File: config.mk
export PLATFORM = sky130hd
export DESIGN_NAME = wcl_fifo
export DESIGN_NICKNAME = d
export VERILOG_FILES = /design/src/rtl/core/wcl_pkg.sv /design/src/rtl/core/wcl_fifo.sv
export SDC_FILE = /design/constraint.sdc
export NUM_CORES = 1
export LEC_CHECK = 0
export BUFFER_PORTS_ARGS = -buffer_cell sky130_fd_sc_hd__buf_2
export CAP_MARGIN = 10
export CORE_MARGIN = 10
export CORE_UTILIZATION = 40
export DETAILED_ROUTE_END_ITERATION = 12
export PLACE_DENSITY = 0.6
export SLEW_MARGIN = 40
export SYNTH_ARGS = -nofsm -noshare
export SYNTH_HDL_FRONTEND = slang
export SYNTH_SLANG_ARGS = --single-unit
File: constraint.sdc
create_clock -name i_clk -period 2.85 [get_ports i_clk]
set_input_delay 0 -clock i_clk [delete_from_list [all_inputs] [get_ports i_clk]]
set_output_delay 0 -clock i_clk [all_outputs]
set_load 0.1 [all_outputs]
File: src/rtl/core/wcl_pkg.sv
// Shared types and constants of the windowed colormap lookup.
// No dependencies; every module of the block imports it.
package wcl_pkg;

    localparam int WCL_PALETTE_BITS = 16;
    localparam int WCL_DATA_BITS    = 32;

    // Depth of the queue between front and back, and of the result buffer.
    localparam int WCL_QUEUE_DEPTH = 4;
    localparam int WCL_OUT_DEPTH   = 8;

    localparam int CFG_WIDTH     = 32;
    localparam int CFG_IDX_WIDTH = 2;
    localparam int COLOR_WIDTH   = 32;
    localparam int FRAC_BITS     = 16;

    localparam logic [CFG_IDX_WIDTH-1:0] CFG_DATA_MIN = 2'd0;
    localparam logic [CFG_IDX_WIDTH-1:0] CFG_DATA_MAX = 2'd1;
    localparam logic [CFG_IDX_WIDTH-1:0] CFG_SCALE    = 2'd2;

    localparam logic [CFG_WIDTH-1:0] CFG_MIN_RESET   = 32'h0000_0000;
    localparam logic [CFG_WIDTH-1:0] CFG_MAX_RESET   = 32'h0000_ffff;
    localparam logic [CFG_WIDTH-1:0] CFG_SCALE_RESET = 32'h0001_0000;

    typedef enum logic [1:0] {
        REGION_BELOW  = 2'd0,
        REGION_INSIDE = 2'd1,
        REGION_ABOVE  = 2'd2
    } t_region;

    typedef struct packed {
        logic                     we;
        logic [CFG_IDX_WIDTH-1:0] index;
        logic [CFG_WIDTH-1:0]     data;
    } t_cfg_wr;

    typedef struct packed {
        logic full;
        logic empty;
    } t_fifo_status;

endpackage

File: src/rtl/core/wcl_fifo.sv
// Small synchronous FIFO used as the front-to-back queue and the result buffer.
// Depends on wcl_pkg for the status struct.
module wcl_fifo #(
    parameter int WIDTH = 8,
    parameter int DEPTH = 4
) (
    input  logic                         i_clk,
    input  logic                         i_rst_n,
    input  logic                         i_push,
    input  logic [WIDTH-1:0]             i_data,
    input  logic                         i_pop,
    output logic [WIDTH-1:0]             o_data,
    output wcl_pkg::t_fifo_status        o_status,
    output logic [$clog2(DEPTH+1)-1:0]   o_count
);
    import wcl_pkg::*;

    localparam int AW = $clog2(DEPTH);
    localparam int CW = $clog2(DEPTH+1);

    logic [WIDTH-1:0] r_mem [DEPTH];
    logic [AW-1:0]    r_wr_ptr;
    logic [AW-1:0]    r_rd_ptr;
    logic [CW-1:0]    r_count;
    logic [CW-1:0]    n_count;
    logic             do_push;
    logic             do_pop;

    assign do_push = i_push && (r_count != CW'(DEPTH));
    assign do_pop  = i_pop && (r_count != '0);

    always_comb begin
        n_count = r_count;
        if (do_push && !do_pop) begin
            n_count = r_count + CW'(1);
        end else if (do_pop && !do_push) begin
            n_count = r_count - CW'(1);
        end
    end

    always_ff @(posedge i_clk) begin
        if (!i_rst_n) begin
            r_wr_ptr <= '0;
            r_rd_ptr <= '0;
            r_count  <= '0;
        end else begin
            if (do_push) begin
                r_wr_ptr <= r_wr_ptr + AW'(1);
            end
            if (do_pop) begin
                r_rd_ptr <= r_rd_ptr + AW'(1);
            end
            r_count <= n_count;
        end
    end

    always_ff @(posedge i_clk) begin
        if (do_push) begin
            r_mem[r_wr_ptr] <= i_data;
        end
    end

    assign o_data         = r_mem[r_rd_ptr];
    assign o_count        = r_count;
    assign o_status.full  = (r_count == CW'(DEPTH));
    assign o_status.empty = (r_count == '0);

endmodule

Yosys cells after proc, flatten, opt, wreduce, memory -nomap -nowiden
Memories as Yosys holds them, arrays and structs flattened. A register that Yosys moved wholly into a read port is not among the register bits.
Index checks and enable logic that the tools add are counted.

storage, ports and cells
  bits in registers = 7
  memory bits (writable) = 32
  input port bits = 12
  output and inout bits = 13
  word-level logic and storage cells = 25
  memories = 1

cells by class
  $add $sub $neg = 4
  eq/ne operators = 2
  mux-type cells = 6
  reduce and logical (&&, ||, !) cells = 9

memories
  name   depth  bits a word  read ports  clocked after Yosys merged registers in  write ports  line            text
  r_mem  4      8            1           1                                        1            wcl_fifo.sv:21  logic [WIDTH-1:0] r_mem [DEPTH];

operators with widths
  cell                   count
  $mux W3                2
  $add A2 B1 Y2 const B  2
  $logic_and A1 B1 Y1    4
  $mux W2                2
  $add A3 B1 Y3 const B  1
  $eq A3 B3 Y1 const B   1
  $logic_not A3 Y1       1
  $ne A3 B3 Y1 const B   1
  $reduce_bool A3 Y1     1
  $sub A3 B1 Y3 const B  1
  $logic_not A1 Y1       2
  $mux W1                2
  $reduce_bool A2 Y1     1

Logic depth before layout (Yosys ltp)
Gate-level depths: netlist of run 1.

  depth in word-level cells = 6
  gate-level depth with buffers = 9
  depth with buffers taken out = 8

Worst setup path after synthesis of run 1
OpenSTA, ideal clock, no wires.

  path type = flip-flop to flip-flop
  start = reg r_count[2] (netlist: o_count[2])
  end = reg r_count[2] (netlist: o_count[2])
  setup time = 0.070 ns
  arrival time = 3.661 ns
  required time = 2.780 ns
  path slack = -0.881 ns
  stages on the path, launching flop included = 10
  buffers on the path = 1
  path through = dfxtp_1 -> nor3b_2 -> nor2b_1 -> buf_6 -> ha_1 -> inv_1 -> fa_1 -> xor2_1 -> or3_1 -> a21boi_1

on the way
  word-level cells in the longest chain between the ends = 5
  elaborated cells between the ends (all ways) = 13
  classes of those cells = 2 x add/sub; 1 x eq/ne; 2 x mux; 8 x reduce/logical

ends and longest elaborated chain
  what                          line            text
  start, declared               wcl_fifo.sv:24  logic [CW-1:0] r_count;
  start signal, assigned        wcl_fifo.sv:53  r_count <= n_count;
  $ne A3 B3 Y1 *                wcl_fifo.sv:29  assign do_push = i_push && (r_count != CW'(DEPTH));
  $logic_and A1 B1 Y1 *         wcl_fifo.sv:29
  via do_push                   wcl_fifo.sv:26  logic do_push;
  $logic_not A1 Y1              wcl_fifo.sv:36  end else if (do_pop && !do_push) begin
  $logic_and A1 B1 Y1           wcl_fifo.sv:36
  $reduce_bool A2 Y1 (no line)  --

The timed path passes the listed nets; every way through them passes the cells marked *. The select of a mux whose other input is x is not followed.
A chain may end at the register's enable or synchronous reset.

Worst setup path in the final report of run 1
  start = reg r_count[2] (netlist: o_count[2])
  end = reg r_count[2] (netlist: o_count[2])

on the way
  word-level cells in the longest chain between the ends = 5
  elaborated cells between the ends (all ways) = 13
  classes of those cells = 2 x add/sub; 1 x eq/ne; 2 x mux; 8 x reduce/logical

ends and longest elaborated chain
  what
  branches (longest 5 deep; another with $sub A3 B1 Y3)

Several ways; the timed one is not identified. The select of a mux whose other input is x is not followed.

==> results of run 1 <==
critical path: stages (launching register included):
cell,delay [ns]
dfxtp_4,0.37
nor3b_4,0.15
nor2b_1,0.39
ha_1,0.27
inv_1,0.06
fa_1,0.37
xor2_1,0.17
or3_1,0.30
a21boi_1,0.13
kinds of logic (layout without fill, tap and decap cells):
kind of cell	Yosys count	after routing	synth area share, %
compound gates	4	4	2.06
xor+xnor	4	4	2.14
simple gates	17	17	6.18
mux	11	11	12.8
buf+inv	7	43	2.14
fa+ha+maj	6	6	5.04
flops	41	41	69.6
final cells by class:
| class | instances | share of cell area [%] |
|---|---|---|
| Multi-Input combinational cell | 42 | 23.6 |
| Clock buffer | 7 | 4.84 |
| Tap cell | 50 | 3.14 |
| Clock inverter | 1 | 0.251 |
| Inverter | 3 | 0.565 |
| Timing Repair Buffer | 32 | 10.1 |
| Sequential cell | 41 | 57.6 |
routing by layer:
metal | track usage (%) | vias to the layer above | part of all wire [%]
met5 | 0 | - | 0
met4 | 3.20 | 0 | 0.68
met3 | 4.00 | 2 | 6.3
met2 | 13.3 | 25 | 52
met1 | 8.39 | 409 | 41
li1 | - | 404 | -
state kept, by name, summed over array words and instances, names as in the netlist, named ones only:
name,flops
r_wr_ptr,2
r_rd_ptr,2
o_count,3
r_mem,32
worst min path at each step:
stage | start | to | slack, ns
after global routing | i_rst_n | o_count[2] | 0.03
after detailed placement | i_data[3] | r_mem[0][3] | 0.22
final | i_rst_n | o_count[2] | 0.04
after CTS | i_rst_n | o_count[2] | 0.03
after global placement | i_data[7] | r_mem[0][7] | 0.21
after floorplan | i_data[0] | r_mem[0][0] | 0.1
timing repair:
item | 4_1_cts | 5_1_grt
hold buffers | 8 | 0
hold endpoints to repair | 32 | 0
gates resized for setup | 0 | 0
stage by stage:
stage	utilization [%]	instance area [µm²]	hold slack [ns]
floorplan	-	1650	0.0989
global placement	45.6	1810	0.213
detailed placement	45.6	1810	0.220
CTS	50.2	1990	0.0289
global route	50.2	1990	0.0339
finish	50.2	1990	0.0356
synthesized netlist by cell type:
library cell | instances | area, µm²
a21boi_1 | 1 | 7.51
and2_1 | 8 | 50.1
buf_1 | 1 | 3.75
buf_2 | 1 | 5.00
buf_6 | 1 | 11.3
clkbuf_1 | 1 | 3.75
dfxtp_1 | 9 | 180
edfxtp_1 | 32 | 961
fa_1 | 1 | 20.0
ha_1 | 5 | 62.6
inv_1 | 3 | 11.3
mux2i_1 | 3 | 30.0
mux4_2 | 8 | 180
nand2_1 | 4 | 15.0
nor2b_1 | 2 | 12.5
nor3_1 | 1 | 5.00
nor3b_2 | 1 | 12.5
o21ai_0 | 1 | 5.00
o311ai_1 | 1 | 8.76
o31ai_2 | 1 | 12.5
or3_1 | 1 | 6.26
xnor2_1 | 3 | 26.3
xor2_1 | 1 | 8.76
==> metrics.yaml, run 1 <==
outcome:
  status: "complete, no violations"
cts:
  htreeDepth: 2
  tritoncts: "yes"
  cts_setup_buffers: 0
  cts_buffers: 5
  cts.clk_slew.worst_paths_ns: 0.07
  worstSkewPairLatency_ns: 0.28
  cts-root-buf: "clkbuf_8"
  clockBufferDepth: 2
  clock-sinks: 41
final_layout:
  syn_to_final_growth_pct: 21.5
  fill_cells: 342
  final_common_cell: "edfxtp_1"
  layout_common_cells: "edfxtp_1, buf_2, mux4_2, and2_1, dlygate4sd3_1"
  drive_gt1_share_pct: 35.7
  nets: 143
  insertedDiodeCount: 0
  regArea_um2: 1150
  final-instance-count-excl-fill: 176
  multi_input_area_um2: 469
route:
  drt_iter0_drc: 42
  drt_pass1_iterations: 3
  drcViolationCount: 0
  num_vias: 840
  ant_nets: 0
  wl_per_cell_um: 15.9
  drt-total-wl_um: 2800
  via_per_inst: 4.77
hold_path:
  holdPathStages: 2
  hp-class: "in -> reg"
die:
  dieArea_um2: 7060
  core-area_um2: 3970
  core.rowCount: 23
  die_x_um: 84.0
  die_y_um: 84.0
  ioPinCount: 25
  start_util_pct: 41.3
synth:
  syn_area_per_cell_um2: 18.2
  ys_seq_area_share_pct: 69.6
  syn_nets: 108
  synthDistinctLibCells: 23
  syn_area_um2: 1640
  ys_seq_elements: 41
  synthCells: 90
  yosysWarnings: 0
sta:
  tightest_slew_ns: 0.583
  skew_ns: 0.00297
  rsz0062_at_grt: "false"
  max_freq_mhz: 437
  setup_viol: 0
  layout_setup_ws_ns: 0.562
  setup_tns_ns: 0
  hold_violations: 0
  maxSlewViolCount: 0
  final.min_clock_period_ns: 2.29
  timing.slew.headroom_pct: 61.1
  period_share_pct: 80.3
global_routing:
  grtUsageTotal_pct: 8.00
  antenna_found_initial: 0
  grt_pass1_vias: 941
  grt_max_degree: 13
  grt_pass1_wl_um: 4470
  overflow: 0
worst_setup_path:
  cp_max_fo: 7
  crit_type: "reg -> reg"
  timing.rr.end: "o_count[2]"
  endpoint: "o_count[2]"
  critPathRequiredTime_ns: 3.06
  worstPathArrival_ns: 2.50
  critPathLaunch: "o_count[2]"
  r2r_cells: 8
  timing.rr.start: "o_count[2]"
  startpoint_type: "register"
  cp-end-kind: "register"
  r2r_slack_ns: 0.56
place:
  preCtsSetupSlack_ns: 0.548
  io_buffers: 24
  place_inst: 160
  routabilityCongestion: 0.661
  post-dp-hpwl_um: 1980
run:
  maxCapViolCount: 0
Power of run 1 is not shown: default switching activity piles up to over one toggle a cycle in this logic, so the estimate is an artifact.
==> run 2: changes to the inputs <==
clock period = 2.4 ns   (was 2.85 ns; I/O delays follow)
==> metrics.yaml, run 2 (synthesis results as in run 1) <==
outcome:
  status: "complete, no violations"
final_layout:
  final_common_cell: "edfxtp_1"
  layout_common_cells: "edfxtp_1, buf_2, mux4_2, and2_1, dlygate4sd3_1"
  insertedDiodeCount: 0  # unchanged
  regArea_um2: 1150  # unchanged
  nets: 144  # +0.70%
  drive_gt1_share_pct: 37.8  # +2.1 points
  syn_to_final_growth_pct: 23.4
  final-instance-count-excl-fill: 177  # +0.57%
  multi_input_area_um2: 484  # +3.2%
  largest-register: "r_mem"
  fill_cells: 335  # -2.0%
  largest_reg_flops: 32  # unchanged
cts:
  worstSkewPairLatency_ns: 0.29  # about the same
  htreeDepth: 2  # unchanged
  cts_buffers: 5  # unchanged
  cts-root-buf: "clkbuf_8"
  cts.clk_slew.worst_paths_ns: 0.07  # about the same
  cts_hold_buf: 8  # unchanged
  clockBufferDepth: 2  # unchanged
  clock-sinks: 41  # unchanged
  cts_resized: 0  # unchanged
  cts_setup_buffers: 0  # unchanged
  tritoncts: "yes"
worst_setup_path:
  crit_type: "reg -> reg"
  cp-end-kind: "register"
  critPathRequiredTime_ns: 2.62  # -0.44 ns
  cp_max_fo: 7  # unchanged
  startpoint_type: "register"
  worstPathArrival_ns: 2.23  # -0.27 ns
place:
  io_buffers: 24  # unchanged
  routabilityCongestion: 0.659  # -0.36%
  place_inst: 161  # +0.63%
  post-dp-hpwl_um: 2020  # +2.3%
  preCtsSetupSlack_ns: 0.368  # -0.180 ns
die:
  core.rowCount: 23  # unchanged
  die_x_um: 84.0  # unchanged
  dieArea_um2: 7060  # unchanged
  die_y_um: 84.0  # unchanged
  start_util_pct: 41.3  # unchanged
  ioPinCount: 25  # unchanged
  core-area_um2: 3970  # unchanged
route:
  drt-total-wl_um: 2870  # +2.4%
  drt_pass1_iterations: 4  # +1
  wl_per_cell_um: 16.2  # +1.8%
  route.met2.wl_um: 1570  # +7.2%
  drt_iter0_drc: 37  # -12%
  drcViolationCount: 0  # unchanged
  via_per_inst: 4.84  # +1.4%
  num_vias: 857  # +2.0%
  top_layer_used: "met4"
  route.met3.wl_um: 155  # -12%
  ant_nets: 0  # unchanged
  met1Wirelength_um: 1110  # -2.6%
sta:
  setup_viol: 0  # unchanged
  hold_violations: 0  # unchanged
  timing.slew.headroom_pct: 63.4  # +2.4 points
  hold-worst-slack_ns: 0.0368  # +0.00115 ns
  layout_setup_ws_ns: 0.384  # -0.178 ns
  maxSlewViolCount: 0  # unchanged
  setup_tns_ns: 0  # unchanged
  period_share_pct: 84.0  # +3.7 points
  skew_ns: 0.00448  # +0.00151 ns
  final.min_clock_period_ns: 2.02  # -0.272 ns
  rsz0062_at_grt: "false"
  tightest_slew_ns: 0.548  # -0.0355 ns
  max_freq_mhz: 496  # +13%
global_routing:
  grt_pass1_wl_um: 4890  # +9.4%
  grtUsageTotal_pct: 8.98  # +0.98 points
  grt_pass1_vias: 961  # +2.1%
  grt_max_degree: 14  # +1
  antenna_found_initial: 0  # unchanged
  overflow: 0  # unchanged
run:
  maxCapViolCount: 0  # unchanged
hold_path:
  hp-class: "in -> reg"
-- run 2: per-stage QoR --
stage	area, µm²	util (%)
floorplan	1670	-
CTS	2020	50.9
global placement	1830	46.2
detailed placement	1830	46.2
finish	2020	50.9
global route	2020	50.9
-- run 2: path summary, 6_finish.rpt --
| path | start | endpoint | slack [ns] | cells past startpoint |
|---|---|---|---|---|
| setup / recovery | o_count[1] | o_count[2] | 0.38 | 7 |
| hold / removal | i_rst_n | o_count[2] | 0.04 | 2 |
| setup reg to reg | o_count[1] | o_count[2] | 0.38 | 7 |
| hold reg to reg | r_wr_ptr[1] | r_wr_ptr[1] | 0.50 | 2 |
-- run 2: final cells by class --
| type | count | share of cell area (%) |
|---|---|---|
| flip-flops and latches | 41 | 56.7 |
| multi-input cells | 42 | 23.9 |
| repair buffers | 33 | 10.3 |
| clock buffers | 5 | 3.40 |
| well taps | 50 | 3.09 |
| clock inverters | 3 | 2.04 |
| inverters | 3 | 0.557 |
-- run 2: metal layers --
layer,global-route usage [%],vias to the layer above
met5,0,-
met4,3.96,0
met1,8.67,428
met2,16.0,16
li1,-,408
met3,4.10,5
-- run 2: critical path: stages, from the launching register on --
cell and delay [ns]:
dfxtp_2 0.38, o31ai_2 0.42, ha_4 0.21, inv_2 0.04
fa_2 0.32, xor2_1 0.15, or3_1 0.31, a21boi_1 0.12
Power of run 2 is left out for the same reason.
==> run 3: changes to the inputs <==
clock period = 2 ns   (was 2.4 ns; I/O delays follow)
==> metrics.yaml, run 3 (synthesis results as in run 1) <==
run:
  maxCapViolCount: 0  # unchanged
cts:
  cts-root-buf: "clkbuf_8"
  clockBufferDepth: 2  # unchanged
  cts_setup_buffers: 0  # unchanged
  tritoncts: "yes"
  htreeDepth: 2  # unchanged
  cts_buffers: 5  # unchanged
  clock-sinks: 41  # unchanged
  cts.clk_slew.worst_paths_ns: 0.08  # about the same
  worstSkewPairLatency_ns: 0.29  # about the same
sta:
  final.min_clock_period_ns: 1.92  # -0.0997 ns
  layout_setup_ws_ns: 0.0836  # -0.300 ns
  period_share_pct: 95.8  # +12 points
  hold_violations: 0  # unchanged
  rsz0062_at_grt: "false"
  timing.slew.headroom_pct: 67.3  # +3.8 points
  maxSlewViolCount: 0  # unchanged
  skew_ns: 0.00617  # +0.00170 ns
  max_freq_mhz: 522  # +5.2%
  setup_viol: 0  # unchanged
  tightest_slew_ns: 0.495  # -0.0529 ns
route:
  wl_per_cell_um: 16.5  # +2.0%
  drt_iter0_drc: 52  # +41%
  via_per_inst: 4.89  # +1.1%
  ant_nets: 0  # unchanged
  drt-total-wl_um: 2960  # +3.1%
  drcViolationCount: 0  # unchanged
  drt_pass1_iterations: 4  # unchanged
  num_vias: 876  # +2.2%
worst_setup_path:
  critPathLaunch: "o_count[1]"
  critPathRequiredTime_ns: 2.23  # -0.39 ns
  cp_cell_sequence: "o31ai_4 > ha_4 > inv_2 > fa_2 > xor2_1 > or3_1 > a21boi_1"
  critPathMaxStageDelay_ns: 0.39  # -0.03 ns
  cp_max_fo: 7  # unchanged
  crit_type: "reg -> reg"
  worstPathArrival_ns: 2.14  # -0.09 ns
  startpoint_type: "register"
  r2r_cells: 7  # unchanged
  critPathSlowestCell: "dfxtp_2"
  cp-end-kind: "register"
  r2r_slack_ns: 0.08  # -0.30 ns
  timing.rr.start: "o_count[1]"
hold_path:
  min_from: "i_rst_n"
  holdPathStages: 2  # unchanged
  hp-class: "in -> reg"
final_layout:
  final-instance-count-excl-fill: 179  # +1.1%
  utilization_pct: 51.7  # +0.79 points
  nets: 146  # +1.4%
  final_area_um2: 2050  # +1.5%
  largest-register: "r_mem"
  insertedDiodeCount: 0  # unchanged
  layout_common_cells: "edfxtp_1, buf_2, mux4_2, dlygate4sd3_1, dfxtp_1"
  regArea_um2: 1150  # unchanged
  syn_to_final_growth_pct: 25.3
  fill_cells: 334  # -0.30%
  largest_reg_flops: 32  # unchanged
  drive_gt1_share_pct: 42.6  # +4.8 points
  final_common_cell: "edfxtp_1"
  multi_input_area_um2: 500  # +3.4%
place:
  routabilityCongestion: 0.674  # +2.3%
  place_inst: 163  # +1.2%
  preCtsSetupSlack_ns: 0.00580  # -0.363 ns
  io_buffers: 24  # unchanged
  placed_area_um2: 1850  # +1.1%
  post-dp-hpwl_um: 2110  # +4.4%
die:
  core-area_um2: 3970  # unchanged
  start_util_pct: 41.3  # unchanged
  die_x_um: 84.0  # unchanged
  core.rowCount: 23  # unchanged
  dieArea_um2: 7060  # unchanged
  die_y_um: 84.0  # unchanged
  ioPinCount: 25  # unchanged
global_routing:
  overflow: 0  # unchanged
  grt_pass1_vias: 987  # +2.7%
  grtUsageTotal_pct: 9.06  # +0.079 points
  antenna_found_initial: 0  # unchanged
  grt_pass1_wl_um: 5020  # +2.7%
  grt_max_degree: 14  # unchanged
outcome:
  status: "complete, no violations"
## run 3: cell count changes in the layout (fill, tap and decap cells not counted)
| cell | change |
|---|---|
| buf_4 | +2 |
| o31ai_4 | +1 |
| and2_2 | +4 |
| nor2b_1 | -1 |
| and2_1 | -4 |
| nor2b_2 | +1 |
| o31ai_2 | -1 |
## run 3: final cells by class
| cell class | instances | share of cell area, % |
|---|---|---|
| Sequential cell | 41 | 55.8 |
| Multi-Input combinational cell | 42 | 24.4 |
| Timing Repair Buffer | 35 | 10.8 |
| Clock buffer | 5 | 3.35 |
| Tap cell | 50 | 3.05 |
| Clock inverter | 3 | 2.01 |
| Inverter | 3 | 0.548 |
## run 3: worst max-delay path, delay by kind of cell, from the launching register on
kind            cells  cell delay [ns]
fa+ha+maj           2             0.52
compound gates      2             0.46
flops               1             0.39
simple gates        1             0.30
xor+xnor            1             0.15
buf+inv             1             0.03
## run 3: repair_timing
item | in CTS | in global routing
endpoints found under the hold margin | 32 | 0
setup endpoints to repair | 1 | 1
resized for setup | 1 | 1
hold buffers | 8 | 0
cloned | 0 | 0
## run 3: final timing paths
kind            endpoint
min           o_count[2]
max           o_count[2]
max reg2reg   o_count[2]
min reg2reg  r_wr_ptr[0]
## run 3: routing by layer
| metal | vias up | track usage, % | wire length [µm] |
|---|---|---|---|
| met5 | - | 0 | 0 |
| met1 | 437 | 9.30 | 1140 |
| met3 | 6 | 4.20 | 192 |
| met2 | 21 | 15.5 | 1570 |
| li1 | 412 | - | - |
| met4 | 0 | 3.65 | 47 |
## run 3: stage by stage
| stage | setup TNS, ns | hold slack (ns) |
|---|---|---|
| floorplan | -11.22 | 0.0989 |
| global placement | 0 | 0.211 |
| detailed placement | 0 | 0.218 |
| CTS | 0 | 0.0283 |
| global route | 0 | 0.0458 |
| finish | 0 | 0.0271 |
Power of run 3 is left out for the same reason.
