`config.mk`:
```
export PLATFORM = sky130hd
export DESIGN_NAME = wcl_front
export DESIGN_NICKNAME = d
export VERILOG_FILES = /design/src/rtl/core/wcl_pkg.sv /design/src/rtl/core/wcl_front.sv
export SDC_FILE = /design/constraint.sdc
export NUM_CORES = 1
export LEC_CHECK = 0
export BUFFER_PORTS_ARGS = -buffer_cell sky130_fd_sc_hd__buf_4
export CAP_MARGIN = 30
export CORE_MARGIN = 2
export CORE_UTILIZATION = 45
export CTS_BUF_LIST = sky130_fd_sc_hd__clkbuf_16
export CTS_CLUSTER_DIAMETER = 100
export CTS_CLUSTER_SIZE = 25
export DETAILED_ROUTE_END_ITERATION = 8
export PLACE_DENSITY = 0.7
export SKIP_LAST_GASP = 1
export SLEW_MARGIN = 20
export SYNTH_ARGS = -nofsm -noshare
export SYNTH_HDL_FRONTEND = slang
export SYNTH_SLANG_ARGS = --single-unit
```
`constraint.sdc`:
```
create_clock -name i_clk -period 9.1 [get_ports i_clk]
set_input_delay 0 -clock i_clk [delete_from_list [all_inputs] [get_ports i_clk]]
set_output_delay 0 -clock i_clk [all_outputs]
set_load 0.03 [all_outputs]
```
`src/rtl/core/wcl_pkg.sv`:
```
// Shared types and constants of the windowed colormap lookup.
// No dependencies; every module of the block imports it.
package wcl_pkg;

    localparam int WCL_PALETTE_BITS = 16;
    localparam int WCL_DATA_BITS    = 32;

    // Depth of the queue between front and back, and of the result buffer.
    localparam int WCL_QUEUE_DEPTH = 4;
    localparam int WCL_OUT_DEPTH   = 8;

    localparam int CFG_WIDTH     = 32;
    localparam int CFG_IDX_WIDTH = 2;
    localparam int COLOR_WIDTH   = 32;
    localparam int FRAC_BITS     = 16;

    localparam logic [CFG_IDX_WIDTH-1:0] CFG_DATA_MIN = 2'd0;
    localparam logic [CFG_IDX_WIDTH-1:0] CFG_DATA_MAX = 2'd1;
    localparam logic [CFG_IDX_WIDTH-1:0] CFG_SCALE    = 2'd2;

    localparam logic [CFG_WIDTH-1:0] CFG_MIN_RESET   = 32'h0000_0000;
    localparam logic [CFG_WIDTH-1:0] CFG_MAX_RESET   = 32'h0000_ffff;
    localparam logic [CFG_WIDTH-1:0] CFG_SCALE_RESET = 32'h0001_0000;

    typedef enum logic [1:0] {
        REGION_BELOW  = 2'd0,
        REGION_INSIDE = 2'd1,
        REGION_ABOVE  = 2'd2
    } t_region;

    typedef struct packed {
        logic                     we;
        logic [CFG_IDX_WIDTH-1:0] index;
        logic [CFG_WIDTH-1:0]     data;
    } t_cfg_wr;

    typedef struct packed {
        logic full;
        logic empty;
    } t_fifo_status;

endpackage

```
`src/rtl/core/wcl_front.sv`:
```
// Front end: accepts requests, holds the window bounds and classifies samples.
// Depends on wcl_pkg; feeds the front-to-back queue.
module wcl_front #(
    parameter int DATA_BITS    = 32,
    parameter int PALETTE_BITS = 16
) (
    input  logic                           i_clk,
    input  logic                           i_rst_n,
    input  wcl_pkg::t_cfg_wr               i_cfg,
    input  logic                           i_valid,
    output logic                           o_stall,
    input  logic                           i_mode,
    input  logic signed [DATA_BITS-1:0]    i_sample,
    input  logic [PALETTE_BITS-1:0]        i_entry_index,
    input  logic [wcl_pkg::COLOR_WIDTH-1:0] i_entry_color,
    input  logic                           i_last_pixel,
    output logic                           o_push,
    input  logic                           i_full,
    output logic                           o_write,
    output wcl_pkg::t_region               o_region,
    output logic                           o_last,
    output logic [DATA_BITS-1:0]           o_diff,
    output logic [PALETTE_BITS-1:0]        o_addr,
    output logic [wcl_pkg::COLOR_WIDTH-1:0] o_color
);
    import wcl_pkg::*;

    logic signed [DATA_BITS-1:0] r_data_min;
    logic signed [DATA_BITS-1:0] r_data_max;

    logic                     r_valid;
    logic                     n_valid;
    logic                     r_write;
    t_region                  r_region;
    logic                     r_last;
    logic [DATA_BITS-1:0]     r_diff;
    logic [PALETTE_BITS-1:0]  r_addr;
    logic [COLOR_WIDTH-1:0]   r_color;

    logic                     advance;
    logic                     take;
    logic [DATA_BITS:0]       diff_full;
    t_region                  region_c;

    // The stage moves on when it is empty or its request enters the queue.
    assign advance = !r_valid || !i_full;
    assign take    = i_valid && advance;
    assign o_stall = !advance;

    // Difference of two in-range values of the data width, sign-extended by one bit.
    assign diff_full = {i_sample[DATA_BITS-1], i_sample}
                     - {r_data_min[DATA_BITS-1], r_data_min};

    // The upper bound is tested first, so a sample >= data_max yields the top entry.
    always_comb begin
        priority if (i_sample >= r_data_max) begin
            region_c = REGION_ABOVE;
        end else if (i_sample > r_data_min) begin
            region_c = REGION_INSIDE;
        end else begin
            region_c = REGION_BELOW;
        end
    end

    always_comb begin
        n_valid = r_valid;
        if (advance) begin
            n_valid = i_valid;
        end
    end

    always_ff @(posedge i_clk) begin
        if (!i_rst_n) begin
            r_data_min <= CFG_MIN_RESET[DATA_BITS-1:0];
            r_data_max <= CFG_MAX_RESET[DATA_BITS-1:0];
            r_valid    <= 1'b0;
        end else begin
            if (i_cfg.we && (i_cfg.index == CFG_DATA_MIN)) begin
                r_data_min <= i_cfg.data[DATA_BITS-1:0];
            end
            if (i_cfg.we && (i_cfg.index == CFG_DATA_MAX)) begin
                r_data_max <= i_cfg.data[DATA_BITS-1:0];
            end
            r_valid <= n_valid;
        end
    end

    always_ff @(posedge i_clk) begin
        if (take) begin
            r_write  <= i_mode;
            r_region <= region_c;
            r_last   <= i_last_pixel;
            r_diff   <= diff_full[DATA_BITS-1:0];
            r_addr   <= i_entry_index;
            r_color  <= i_entry_color;
        end
    end

    assign o_push   = r_valid && !i_full;
    assign o_write  = r_write;
    assign o_region = r_region;
    assign o_last   = r_last;
    assign o_diff   = r_diff;
    assign o_addr   = r_addr;
    assign o_color  = r_color;

endmodule

```
# Word-level counts from Yosys, hierarchy flattened
# Cells that the tools add are included.
# word_totals
reg_bits	149
out_inout_bits	86
word_cells	23
in_bits	121
# classes
n_lt_le_gt_ge	2
eq_ne	1
add_sub_neg	1
muxes	1
n_reduce_logical	9
# op_table
cell	count
32-bit greater-or-equal comparator	1
32-bit > comparator	1
32-bit subtractor	1
1-bit logical AND	4
1-bit logical NOT	3
2-bit by 1-bit == test with 1-bit output (second input constant)	1
2-bit logical NOT	1
1-bit logical OR	1
1-bit 2-to-1 mux	1

# Depth between registers and ports, before layout
# Gate-level depths: netlist of the first run.
# depth
word_depth	3
mapped_depth	10
depth_no_buf	10

# Least setup slack after synthesis of the first run
# Ideal clock, no wire load.
# synth_timing
path_kind	flip-flop to flip-flop
from	register r_valid
to	register r_addr[0], in the netlist o_addr[0], enable pin
setup_time_ns	0.535
path_buffers	0
required_time_ns	8.565
slack_ns	4.286
t_arrival_ns	4.278
path_stages_with_launch	3
synth_period_minus_slack_ns	4.814
cell_sequence	dfxtp_1 and2_1 nor2b_1
# synth_between
elab_chain_len	3
# synth_rtl
item	line	text
from (decl)	wcl_front.sv:31	logic r_valid;
from (signal assigned)	wcl_front.sv:84	r_valid <= n_valid;
1-bit logical NOT	wcl_front.sv:46	assign advance = !r_valid || !i_full;
1-bit logical OR	wcl_front.sv:46	
1-bit logical AND	wcl_front.sv:47	assign take = i_valid && advance;
named net take	wcl_front.sv:41	logic take;
to (signal assigned)	wcl_front.sv:94	r_addr <= i_entry_index;
to (decl)	wcl_front.sv:37	logic [PALETTE_BITS-1:0] r_addr;
# The timed path passes the listed nets, and every way through them passes these cells.
# A chain may end at the register's enable or synchronous reset.

# Final worst setup path of the first run
# layout_timing
from	register r_data_min[0]
to	register r_diff[30], in the netlist o_diff[30], data pin
# layout_between
elab_chain_len	1
# layout_rtl
item	line	text
from (decl)	wcl_front.sv:28	logic signed [DATA_BITS-1:0] r_data_min;
from (signal assigned)	wcl_front.sv:74	r_data_min <= CFG_MIN_RESET[DATA_BITS-1:0];
from (signal assigned)	wcl_front.sv:79	r_data_min <= i_cfg.data[DATA_BITS-1:0];
32-bit subtractor	wcl_front.sv:52	- {r_data_min[DATA_BITS-1], r_data_min};
named net diff_full[30]	wcl_front.sv:42	logic [DATA_BITS:0] diff_full;
to (signal assigned)	wcl_front.sv:93	r_diff <= diff_full[DATA_BITS-1:0];
to (decl)	wcl_front.sv:36	logic [DATA_BITS-1:0] r_diff;
# The timed path passes the listed nets, and every way through them passes these cells.

==> results of run 1 <==
## worst max path at each step
stage                       start    endpoint  cells past startpoint
floorplan                 r_valid   o_addr[0]                      2
global placement    r_data_min[0]  o_diff[30]                      9
detailed placement  r_data_min[0]  o_diff[30]                      9
CTS                 r_data_min[0]  o_diff[30]                      9
global route        r_data_min[0]  o_diff[30]                      9
finish              r_data_min[0]  o_diff[30]                      9
## synthesized netlist by cell type, drive strengths merged (3+ instances only)
library cell / number / area share, %
nor2: 26 / 1.3
nor3: 6 / 0.39
a21oi: 45 / 3.2
nand2: 141 / 6.9
xnor2: 15 / 1.7
o31ai: 5 / 0.67
and3: 3 / 0.24
o21bai: 5 / 0.49
buf: 6 / 0.52
o21ai: 20 / 1.3
nor4: 3 / 0.24
o21a: 4 / 0.39
ha: 64 / 10
a21boi: 49 / 4.8
a21o: 22 / 2.1
nand3: 7 / 0.52
xor2: 9 / 1.0
edfxtp: 84 / 33
nand4: 16 / 1.3
clkbuf: 21 / 1.0
dfxtp: 65 / 17
o211ai: 23 / 2.7
inv: 74 / 3.6
nand2b: 11 / 0.96
nand3b: 3 / 0.29
nor2b: 11 / 0.89
a211oi: 3 / 0.42
## logic make-up after synthesis
family | share of synthesized area [%]
AOI/OAI and AO/OA | 17.34
muxes | 0.2600
and+or+nand+nor | 14.19
DFF | 49.67
adders and majority gates | 10.66
buffers and inverters | 5.152
xor gates and xnor gates | 2.730
## flip-flops by register name, indices dropped and copies added, names as in the netlist
signal	count
o_color	32
o_diff	32
r_data_max	32
r_data_min	32
o_addr	16
o_region	2
o_last	1
o_write	1
r_valid	1
## area by class of cell
type | instances | area (um^2) | area share (%)
Sequential cell | 149 | 3824 | 35.08
Clock buffer | 17 | 425.4 | 3.903
Inverter | 74 | 277.8 | 2.548
Multi-Input combinational cell | 517 | 3491 | 32.03
Tap cell | 220 | 275.3 | 2.526
Timing Repair Buffer | 294 | 2437 | 22.36
Clock inverter | 15 | 168.9 | 1.550
## routing by layer
layer / global-route usage (%) / share of wire (%) / routed length (um)
met5: 0 / 0 / 0
met4: 7.310 / 1.6 / 318
met3: 3.829 / 6.2 / 1238
met2: 37.62 / 47 / 9439
met1: 29.31 / 45 / 8976
## what timing repair did
item / CTS / global route
hold buffers: 84 / 0
hold endpoints to repair: 115 / 0
setup buffers: 0 / 0
## power by group
group          internal (mW)  total [mW]  switching [mW]  leakage (nW)
registers              0.763       0.777          0.0139          1.34
clock network          0.410       0.699           0.289         0.282
logic                  0.170       0.385           0.215          2.94
total                   1.34        1.86           0.517          4.56
## metrics by stage
| step | area (um^2) | setup WS, ns |
|---|---|---|
| global route | 10900 | 6.376 |
| CTS | 10900 | 6.575 |
| global placement | 9437 | 6.622 |
| detailed placement | 9464 | 6.584 |
| finish | 10900 | 6.559 |
| floorplan | 7699 | 4.286 |
==> metrics.txt, run 1 <==
# TYPE chip_impl_metric gauge
chip_impl_info{name="worstSetupStartpointType",value="flip-flop"} 1
chip_impl_info{name="holdPathEnd",value="r_data_max[0]"} 1
chip_impl_info{name="worst_r2r_endpoint",value="o_diff[30]"} 1
chip_impl_info{name="synth_flop_cell",value="edfxtp_1"} 1
chip_impl_metric{name="finalHoldViolCount",unit=""} 0
chip_impl_metric{name="maximum_number_of_pins_on_one_net_before_global_route_repair",unit=""} 66
chip_impl_metric{name="fin_skew",unit="ns"} 0.009192
chip_impl_metric{name="synth-edff-count",unit=""} 84
chip_impl_metric{name="cts_num_sinks",unit=""} 149
chip_impl_metric{name="vias_in_the_first_global_route",unit=""} 6240
chip_impl_metric{name="max-cap-violations",unit=""} 0
chip_impl_metric{name="dr.first_iter.drc_count",unit=""} 329
chip_impl_info{name="hp-start",value="i_rst_n"} 1
chip_impl_metric{name="routed-via-count",unit=""} 6431
chip_impl_metric{name="totalNegativeSetupSlack",unit="ns"} 0
chip_impl_info{name="mostFrequentLayoutCell",value="buf_4"} 1
chip_impl_metric{name="die_width",unit="um"} 134.8
chip_impl_metric{name="layout-drive-gt1-share",unit="%"} 24.67
chip_impl_metric{name="critPathArrivalTime",unit="ns"} 2.71
chip_impl_metric{name="clkSlewWorstSetupHoldPaths",unit="ns"} 0.07
chip_impl_metric{name="filler_cell_count",unit=""} 1370
chip_impl_info{name="status",value="finished clean"} 1
chip_impl_metric{name="slew-limit-headroom",unit="%"} 38.28
chip_impl_metric{name="layout-area-overhead-vs-synth",unit="%"} 41.57
chip_impl_metric{name="leakage_power_of_the_design",unit="nW"} 4.562
chip_impl_info{name="clock_tree.root_cell",value="clkbuf_16"} 1
chip_impl_info{name="grt_setup_unrepaired",value="false"} 1
chip_impl_metric{name="grt_pass1_wl",unit="um"} 31640
chip_impl_metric{name="tritoncts.num_buffers",unit=""} 17
chip_impl_metric{name="drtAntennaViolNets",unit=""} 0
chip_impl_metric{name="yosys_warnings",unit=""} 0
chip_impl_metric{name="synth.avg_cell_area",unit="um^2"} 10.04
chip_impl_metric{name="maxClockFrequency",unit="GHz"} 0.3936
chip_impl_metric{name="remaining_drc_errors",unit=""} 0
chip_impl_metric{name="period_needed",unit="ns"} 2.541
chip_impl_metric{name="min_period_over_period",unit="%"} 27.92
chip_impl_metric{name="worst_hold_path.num_cells",unit=""} 2
chip_impl_metric{name="grt_use_total",unit="%"} 22.34
chip_impl_metric{name="floorplan.core_area",unit="mm^2"} 0.01664
chip_impl_info{name="setup.worst_path.class",value="reg2reg"} 1
chip_impl_metric{name="instances_no_fill",unit=""} 1286
chip_impl_metric{name="yosys_register_bits",unit=""} 149
chip_impl_metric{name="final_setup_violations",unit=""} 0
chip_impl_metric{name="layout.nets",unit=""} 1239
chip_impl_metric{name="gpl_wtd_cong",unit=""} 0.8871
chip_impl_metric{name="syn_area",unit="mm^2"} 0.007699
chip_impl_metric{name="max-clock-path-buffers",unit=""} 2
chip_impl_metric{name="synth.yosys.seq_area_share",unit="%"} 49.67
chip_impl_metric{name="critical_path.n_buffers_inverters",unit=""} 0
chip_impl_info{name="layout.cells.most_common_list",value="buf_4 (209), nand2_1 (140), dlygate4sd3_1 (84), edfxtp_1 (84), inv_1 (74)"} 1
chip_impl_metric{name="wirelength",unit="um"} 19970
chip_impl_metric{name="dp.cells",unit=""} 1170
chip_impl_metric{name="syn-instance-count",unit=""} 767
chip_impl_metric{name="design.die.area",unit="mm^2"} 0.01817
chip_impl_metric{name="htree_levels",unit=""} 4
chip_impl_metric{name="via_density",unit=""} 5.001
chip_impl_metric{name="die-height",unit="um"} 134.8
chip_impl_info{name="tritoncts",value="yes"} 1
chip_impl_info{name="worst_path_cell_chain",value="ha_1 > fa_1 > nand2b_1 > a21oi_2 > o211ai_1 > a31oi_1 > a211oi_2 > o21ai_1 > xor2_1"} 1
chip_impl_metric{name="num_rows",unit=""} 47
chip_impl_metric{name="worst_slew_pin_slew",unit="ns"} 0.9258
chip_impl_metric{name="peakVddDrop",unit="mV"} 0.1311
chip_impl_info{name="slowest_cell_on_the_critical_path",value="a31oi_1"} 1
chip_impl_info{name="critPathTopFamily",value="compound AO/OA/AOI/OAI gates"} 1
chip_impl_metric{name="synth_async_sr_flop_share",unit="%"} 0
chip_impl_metric{name="grt_antenna_before_repair",unit=""} 0
chip_impl_metric{name="crit_path_max_fanout",unit=""} 3
chip_impl_metric{name="cts-resized-gates",unit=""} 0
chip_impl_metric{name="required",unit="ns"} 9.27
chip_impl_metric{name="number_of_distinct_library_cells_after_synthesis",unit=""} 60
chip_impl_metric{name="clk-insertion-delay-late",unit="ns"} 0.42
chip_impl_metric{name="mappedNetlistNets",unit=""} 953
chip_impl_metric{name="dp_hpwl",unit="um"} 14260
chip_impl_metric{name="number_of_i_o_port_buffers",unit=""} 206
chip_impl_info{name="r2r-start",value="r_data_min[0]"} 1
chip_impl_metric{name="global_route_congestion_overflow_total",unit=""} 0
chip_impl_metric{name="fin_worst_hold_slack",unit="ns"} 0.06371
chip_impl_metric{name="final_util",unit="%"} 65.49
chip_impl_info{name="hold_path_class",value="in2reg"} 1
chip_impl_metric{name="final_max_slew_viol_count",unit=""} 0
chip_impl_metric{name="cellPowerDensity",unit="mW/mm^2"} 170.8
chip_impl_metric{name="wl_per_cell",unit="um"} 15.53
chip_impl_metric{name="worst-r2r-cell-count",unit=""} 9
chip_impl_metric{name="design.portCount",unit=""} 207
chip_impl_metric{name="detail_route.first_pass.iterations",unit=""} 5
chip_impl_metric{name="antenna_diode_instance_count",unit=""} 0
chip_impl_metric{name="design_power_total",unit="mW"} 1.861
chip_impl_metric{name="reg2reg_setup_slack",unit="ns"} 6.56
chip_impl_metric{name="initial_core_util",unit="%"} 46.26
chip_impl_metric{name="cpPeakStageDelay",unit="ns"} 0.44
chip_impl_info{name="critical_path.endpoint_type",value="flip-flop"} 1
Power figures use the tool's default switching activity.
==> inputs of run 2 (changes only) <==
--- a/config.mk
+++ b/config.mk
@@ -13,7 +13,7 @@
 export CTS_CLUSTER_DIAMETER = 100
 export CTS_CLUSTER_SIZE = 25
 export DETAILED_ROUTE_END_ITERATION = 8
-export PLACE_DENSITY = 0.7
+export PLACE_DENSITY = 0.73
 export SKIP_LAST_GASP = 1
 export SLEW_MARGIN = 20
 export SYNTH_ARGS = -nofsm -noshare
==> constraint.sdc (replaced) <==
create_clock -name i_clk -period 2.05 [get_ports i_clk]
set_input_delay 0 -clock i_clk [delete_from_list [all_inputs] [get_ports i_clk]]
set_output_delay 0 -clock i_clk [all_outputs]
set_load 0.03 [all_outputs]
==> metrics.txt, run 2 (synthesis results as in run 1) <==
# TYPE chip_impl_metric gauge
chip_impl_info{name="global_route.peak_usage_layer",value="met2"} 1
chip_impl_metric{name="cpPeakStageDelay",unit="ns"} 0.37
chip_impl_metric{name="period_needed",unit="ns"} 2.292
chip_impl_metric{name="detail_route.first_pass.iterations",unit=""} 5
chip_impl_metric{name="groute.layer.met3.usage",unit="%"} 4.730
chip_impl_metric{name="maxClockFrequency",unit="GHz"} 0.4363
chip_impl_metric{name="design.die.area",unit="mm^2"} 0.01817
chip_impl_info{name="clock_tree.root_cell",value="clkbuf_16"} 1
chip_impl_metric{name="layout.area.seq",unit="mm^2"} 0.003849
chip_impl_info{name="violations_in_the_final_reports",value="negative setup slack"} 1
chip_impl_metric{name="grt.met1_usage",unit="%"} 31.42
chip_impl_metric{name="placedInstanceArea",unit="mm^2"} 0.01030
chip_impl_metric{name="critical_path.n_buffers_inverters",unit=""} 1
chip_impl_metric{name="fin_ws",unit="ns"} -0.2422
chip_impl_metric{name="layout-drive-gt1-share",unit="%"} 41.38
chip_impl_metric{name="design.portCount",unit=""} 207
chip_impl_metric{name="dp.cells",unit=""} 1266
chip_impl_metric{name="layout.nets",unit=""} 1362
chip_impl_info{name="layout.cells.most_common_list",value="buf_4 (324), nand2_1 (136), dlygate4sd3_1 (84), edfxtp_1 (84), inv_1 (66)"} 1
chip_impl_metric{name="min_period_over_period",unit="%"} 111.8
chip_impl_metric{name="final_setup_violations",unit=""} 24
chip_impl_metric{name="vias_in_the_first_global_route",unit=""} 7150
chip_impl_metric{name="multi_input_area",unit="mm^2"} 0.004100
chip_impl_metric{name="max-cap-violations",unit=""} 0
chip_impl_metric{name="grt_antenna_before_repair",unit=""} 0
chip_impl_metric{name="cellPowerDensity",unit="mW/mm^2"} 708.2
chip_impl_metric{name="maximum_number_of_pins_on_one_net_before_global_route_repair",unit=""} 85
chip_impl_info{name="worst_path_most_repeated_cell",value="a21oi_1"} 1
chip_impl_metric{name="antenna_diode_instance_count",unit=""} 0
chip_impl_metric{name="die_width",unit="um"} 134.8
chip_impl_metric{name="initial_core_util",unit="%"} 46.26
chip_impl_metric{name="fin_skew",unit="ns"} 0.006532
chip_impl_metric{name="clk-insertion-delay-late",unit="ns"} 0.42
chip_impl_info{name="worstSetupStartpointType",value="flip-flop"} 1
chip_impl_metric{name="gpl_wtd_cong",unit=""} 0.8698
chip_impl_info{name="setup.worst_path.class",value="reg2reg"} 1
chip_impl_info{name="status",value="complete, but fails checks"} 1
chip_impl_info{name="worst_path_cell_chain",value="inv_1 > ha_1 > a21oi_1 > o21bai_1 > a21oi_1 > nand2_1 > nor4_2 > o31ai_1 > xnor2_1"} 1
chip_impl_metric{name="clkSlewWorstSetupHoldPaths",unit="ns"} 0.06
chip_impl_metric{name="drtAntennaViolNets",unit=""} 0
chip_impl_metric{name="required",unit="ns"} 2.21
chip_impl_metric{name="max-clock-path-buffers",unit=""} 2
chip_impl_metric{name="number_of_i_o_port_buffers",unit=""} 206
chip_impl_info{name="critPathTopFamily",value="compound AO/OA/AOI/OAI gates"} 1
chip_impl_info{name="grt_setup_unrepaired",value="true"} 1
chip_impl_metric{name="num_rows",unit=""} 47
chip_impl_metric{name="cts_num_sinks",unit=""} 149
chip_impl_metric{name="filler_cell_count",unit=""} 1131
chip_impl_metric{name="wirelength",unit="um"} 23060
chip_impl_metric{name="gr-usage-met2",unit="%"} 43.06
chip_impl_metric{name="crit_path_max_fanout",unit=""} 3
chip_impl_info{name="mostFrequentLayoutCell",value="buf_4"} 1
chip_impl_metric{name="leakage_power_of_the_design",unit="nW"} 5.268
chip_impl_info{name="hold_path_class",value="in2reg"} 1
chip_impl_metric{name="finish.instance_area",unit="mm^2"} 0.01249
chip_impl_metric{name="wl_per_cell",unit="um"} 16.36
chip_impl_info{name="tritoncts",value="yes"} 1
chip_impl_metric{name="instances_no_fill",unit=""} 1409
chip_impl_metric{name="slew-limit-headroom",unit="%"} 44.94
chip_impl_info{name="slowest_cell_on_the_critical_path",value="nor4_2"} 1
chip_impl_metric{name="dp_hpwl",unit="um"} 15330
chip_impl_metric{name="critPathArrivalTime",unit="ns"} 2.45
chip_impl_metric{name="die-height",unit="um"} 134.8
chip_impl_metric{name="final_max_slew_viol_count",unit=""} 0
chip_impl_metric{name="tritoncts.num_buffers",unit=""} 17
chip_impl_metric{name="layout-area-overhead-vs-synth",unit="%"} 62.23
chip_impl_metric{name="via_density",unit=""} 5.050
chip_impl_metric{name="remaining_drc_errors",unit=""} 0
chip_impl_metric{name="worst_slew_pin_slew",unit="ns"} 0.8258
chip_impl_metric{name="grt_pass1_wl",unit="um"} 35750
chip_impl_metric{name="htree_levels",unit=""} 4
chip_impl_metric{name="floorplan.core_area",unit="mm^2"} 0.01664
chip_impl_info{name="critical_path.endpoint_type",value="flip-flop"} 1
chip_impl_metric{name="global_route_congestion_overflow_total",unit=""} 0
chip_impl_metric{name="peakVddDrop",unit="mV"} 0.6051
chip_impl_metric{name="grt_use_total",unit="%"} 25.11
chip_impl_metric{name="pre_cts_ws",unit="ns"} -0.2900
chip_impl_metric{name="routed-via-count",unit=""} 7115
chip_impl_metric{name="finalHoldViolCount",unit=""} 0
chip_impl_metric{name="dr.first_iter.drc_count",unit=""} 371
run 2: cell types whose count changed in the layout (fill, tap and decap cells not counted), sizes merged:
cell,before,now
clkinvlp,4,2
bufinv,2,3
inv,80,79
clkinv,3,5
buf,210,333
run 2: where the power goes:
part,switching (mW),total [mW],internal [mW],leakage [nW]
Combinational,1.12,2.20,1.08,3.62
Sequential,0.0628,3.45,3.39,1.35
Clock,1.27,3.19,1.92,0.293
Total,2.45,8.84,6.40,5.27
run 2: through the flow:
step                hold WS [ns]  util [%]  TNS, ns  total power, mW
finish                   0.06486     75.05   -3.018            8.844
global route             0.08574     75.05   -4.550            9.197
CTS                      0.05528     73.58   -1.759            8.787
detailed placement        0.1792     61.90   -3.561            5.319
global placement          0.1780     61.90   -2.775            5.288
floorplan                0.09887         -   -8.223            4.511
run 2: final cells by class:
class | count | share of cell area (%)
Sequential cell | 149 | 30.82
Multi-Input combinational cell | 517 | 32.83
Tap cell | 220 | 2.204
Clock buffer | 17 | 3.406
Inverter | 74 | 2.224
Clock inverter | 15 | 1.433
Timing Repair Buffer | 417 | 27.09
run 2: worst reg2reg max path: stages (launching register included):
cell,delay [ns]
dfxtp_1,0.34
inv_1,0.08
ha_1,0.33
a21oi_1,0.22
o21bai_1,0.08
a21oi_1,0.23
nand2_1,0.11
nor4_2,0.37
o31ai_1,0.14
xnor2_1,0.14
run 2: worst paths after layout:
kind / startpoint / to / slack [ns] / cells after the start
min: i_rst_n / r_data_max[0] / 0.06 / 2
min reg2reg: r_data_min[2] / r_data_min[2] / 0.45 / 2
max: r_data_min[21] / o_diff[28] / -0.24 / 9
max reg2reg: r_data_min[21] / o_diff[28] / -0.24 / 9
run 2: routing by layer:
| layer | up-vias | wire (um) |
|---|---|---|
| li1 | 3505 | - |
| met1 | 3316 | 9584 |
| met2 | 256 | 11450 |
| met3 | 38 | 1485 |
| met4 | 0 | 542 |
| met5 | - | 0 |
run 2: what timing repair did:
action,in CTS,in global routing
cloned,0,0
setup buffers,21,9
hold endpoints to repair,115,0
setup endpoints to repair,21,24
pin swaps,27,23
hold buffers,84,0
resized for setup,65,44
==> inputs of run 3 (changes only) <==
--- a/config.mk
+++ b/config.mk
@@ -14,7 +14,7 @@
 export CTS_CLUSTER_SIZE = 25
 export DETAILED_ROUTE_END_ITERATION = 8
 export PLACE_DENSITY = 0.73
-export SKIP_LAST_GASP = 1
+export RECOVER_POWER = 25
 export SLEW_MARGIN = 20
 export SYNTH_ARGS = -nofsm -noshare
 export SYNTH_HDL_FRONTEND = slang
==> metrics.txt, run 3 (synthesis results as in run 1) <==
# TYPE chip_impl_metric gauge
chip_impl_metric{name="dr.first_iter.drc_count",unit=""} 368
chip_impl_info{name="critical_path.endpoint_type",value="flip-flop"} 1
chip_impl_metric{name="fin_skew",unit="ns"} 0.007167
chip_impl_metric{name="die_width",unit="um"} 134.8
chip_impl_metric{name="via_density",unit=""} 5.069
chip_impl_metric{name="peakVddDrop",unit="mV"} 0.6073
chip_impl_metric{name="finalHoldViolCount",unit=""} 0
chip_impl_metric{name="comb_power_share",unit="%"} 24.8
chip_impl_info{name="layout.cells.most_common_list",value="buf_4 (271), nand2_1 (136), dlygate4sd3_1 (84), edfxtp_1 (84), inv_1 (64)"} 1
chip_impl_metric{name="period_needed",unit="ns"} 2.315
chip_impl_metric{name="worst_slew_pin_slew",unit="ns"} 1.339
chip_impl_metric{name="design.portCount",unit=""} 207
chip_impl_metric{name="fin_ws",unit="ns"} -0.2651
chip_impl_info{name="hold_path_class",value="in2reg"} 1
chip_impl_info{name="worstSetupStartpointType",value="flip-flop"} 1
chip_impl_metric{name="wirelength",unit="um"} 23130
chip_impl_info{name="status",value="complete, but fails checks"} 1
chip_impl_metric{name="cell_int_power",unit="mW"} 6.394
chip_impl_metric{name="fin_worst_hold_slack",unit="ns"} 0.07194
chip_impl_metric{name="htree_levels",unit=""} 4
chip_impl_metric{name="drtAntennaViolNets",unit=""} 0
chip_impl_metric{name="clkSlewWorstSetupHoldPaths",unit="ns"} 0.06
chip_impl_metric{name="final_max_slew_viol_count",unit=""} 0
chip_impl_metric{name="layout.nets",unit=""} 1362
chip_impl_metric{name="required",unit="ns"} 2.21
chip_impl_metric{name="pre_cts_ws",unit="ns"} -0.2900
chip_impl_info{name="tritoncts",value="yes"} 1
chip_impl_metric{name="grt_use_total",unit="%"} 25.09
chip_impl_info{name="mostFrequentLayoutCell",value="buf_4"} 1
chip_impl_metric{name="floorplan.core_area",unit="mm^2"} 0.01664
chip_impl_metric{name="slew-limit-headroom",unit="%"} 10.73
chip_impl_info{name="violations_in_the_final_reports",value="negative setup slack"} 1
chip_impl_metric{name="dp.cells",unit=""} 1266
chip_impl_metric{name="dp_hpwl",unit="um"} 15330
chip_impl_metric{name="share_seq_of_total_power",unit="%"} 39.0
chip_impl_metric{name="grt_pass1_wl",unit="um"} 35750
chip_impl_metric{name="remaining_drc_errors",unit=""} 0
chip_impl_metric{name="design.die.area",unit="mm^2"} 0.01817
chip_impl_info{name="grt_setup_unrepaired",value="true"} 1
chip_impl_metric{name="instances_no_fill",unit=""} 1409
chip_impl_metric{name="layout-drive-gt1-share",unit="%"} 41.13
chip_impl_metric{name="grt_antenna_before_repair",unit=""} 0
chip_impl_metric{name="num_rows",unit=""} 47
chip_impl_metric{name="maximum_number_of_pins_on_one_net_before_global_route_repair",unit=""} 85
chip_impl_metric{name="totalNegativeSetupSlack",unit="ns"} -3.448
chip_impl_metric{name="routed-via-count",unit=""} 7142
chip_impl_metric{name="global_route_congestion_overflow_total",unit=""} 0
chip_impl_metric{name="maxClockFrequency",unit="GHz"} 0.4319
chip_impl_metric{name="switching_share",unit="%"} 27.80
chip_impl_metric{name="clk-insertion-delay-late",unit="ns"} 0.42
chip_impl_metric{name="number_of_i_o_port_buffers",unit=""} 206
chip_impl_metric{name="cts_num_sinks",unit=""} 149
chip_impl_info{name="setup.worst_path.class",value="reg2reg"} 1
chip_impl_metric{name="initial_core_util",unit="%"} 46.26
chip_impl_metric{name="worst_hold_path.num_cells",unit=""} 2
chip_impl_metric{name="final_setup_violations",unit=""} 23
chip_impl_metric{name="layout-area-overhead-vs-synth",unit="%"} 62.44
chip_impl_metric{name="antenna_diode_instance_count",unit=""} 0
chip_impl_metric{name="gpl_wtd_cong",unit=""} 0.8698
chip_impl_metric{name="power.share.clock",unit="%"} 36.2
chip_impl_metric{name="detail_route.first_pass.iterations",unit=""} 7
chip_impl_metric{name="min_period_over_period",unit="%"} 112.9
chip_impl_metric{name="leakage_power_of_the_design",unit="nW"} 5.252
chip_impl_info{name="clock_tree.root_cell",value="clkbuf_16"} 1
chip_impl_metric{name="max-clock-path-buffers",unit=""} 2
chip_impl_metric{name="max-cap-violations",unit=""} 0
chip_impl_metric{name="netSwitchingPower",unit="mW"} 2.461
chip_impl_metric{name="worst-r2r-cell-count",unit=""} 9
chip_impl_metric{name="die-height",unit="um"} 134.8
chip_impl_metric{name="wl_per_cell",unit="um"} 16.41
chip_impl_metric{name="crit_path_max_fanout",unit=""} 4
chip_impl_metric{name="tritoncts.num_buffers",unit=""} 17
chip_impl_metric{name="cellPowerDensity",unit="mW/mm^2"} 708.1
chip_impl_metric{name="vias_in_the_first_global_route",unit=""} 7132
chip_impl_metric{name="critPathArrivalTime",unit="ns"} 2.48
-- run 3: changes by cell type in the layout (fill, tap and decap cells not counted), sizes merged --
cell	delta
clkbuf	+53
buf	-53
-- run 3: what timing repair did --
action | 4_1_cts | 5_1_grt
endpoints found under the setup margin | 21 | 24
gates resized for setup | 70 | 45
pin swaps | 27 | 24
setup buffers | 21 | 10
hold buffers | 84 | 0
hold endpoints to repair | 115 | 0
-- run 3: stage by stage --
step	util, %	power, mW	cell area, um^2
CTS	73.74	8.793	12270
floorplan	-	4.511	7840
detailed placement	61.90	5.319	10300
finish	75.14	8.855	12510
global route	75.14	9.192	12510
global placement	61.90	5.288	10300
-- run 3: final cells by class --
type                    instances  area (um^2)
repair buffers                417         3368
fillers                      1128         4136
inverters                      74        277.8
well taps                     220        275.3
multi-input cells             517         4131
clock buffers                  17        425.4
flip-flops and latches        149         3849
clock inverters                15        178.9
-- run 3: power by group through the flow --
stage | logic [mW] | clock network (mW) | registers [mW]
global placement | 1.78 | 0 | 3.50
CTS | 2.10 | 3.24 | 3.45
global route | 2.35 | 3.37 | 3.47
detailed placement | 1.81 | 0 | 3.51
finish | 2.20 | 3.20 | 3.45
floorplan | 0.731 | 0 | 3.78
-- run 3: worst max-delay path: stages, from the launching register on --
cell	delay [ns]
dfxtp_2	0.34
inv_1	0.07
ha_4	0.25
a21o_1	0.21
a21o_1	0.19
a21oi_2	0.22
nand2_1	0.11
nor4_2	0.39
o31ai_1	0.14
xnor2_1	0.15
-- run 3: worst paths after layout --
kind	from	endpoint	slack [ns]
max	r_data_min[17]	o_diff[28]	-0.27
min	i_rst_n	r_data_max[0]	0.07
max reg2reg	r_data_min[17]	o_diff[28]	-0.27
min reg2reg	r_data_min[25]	r_data_min[25]	0.45
-- run 3: per-layer routing --
metal	vias up	global-route usage (%)	part of all wire [%]
met2	233	43.29	50
met5	-	0	0
met4	0	8.947	2.2
met3	38	4.692	6.1
met1	3370	31.49	42
li1	3501	-	-
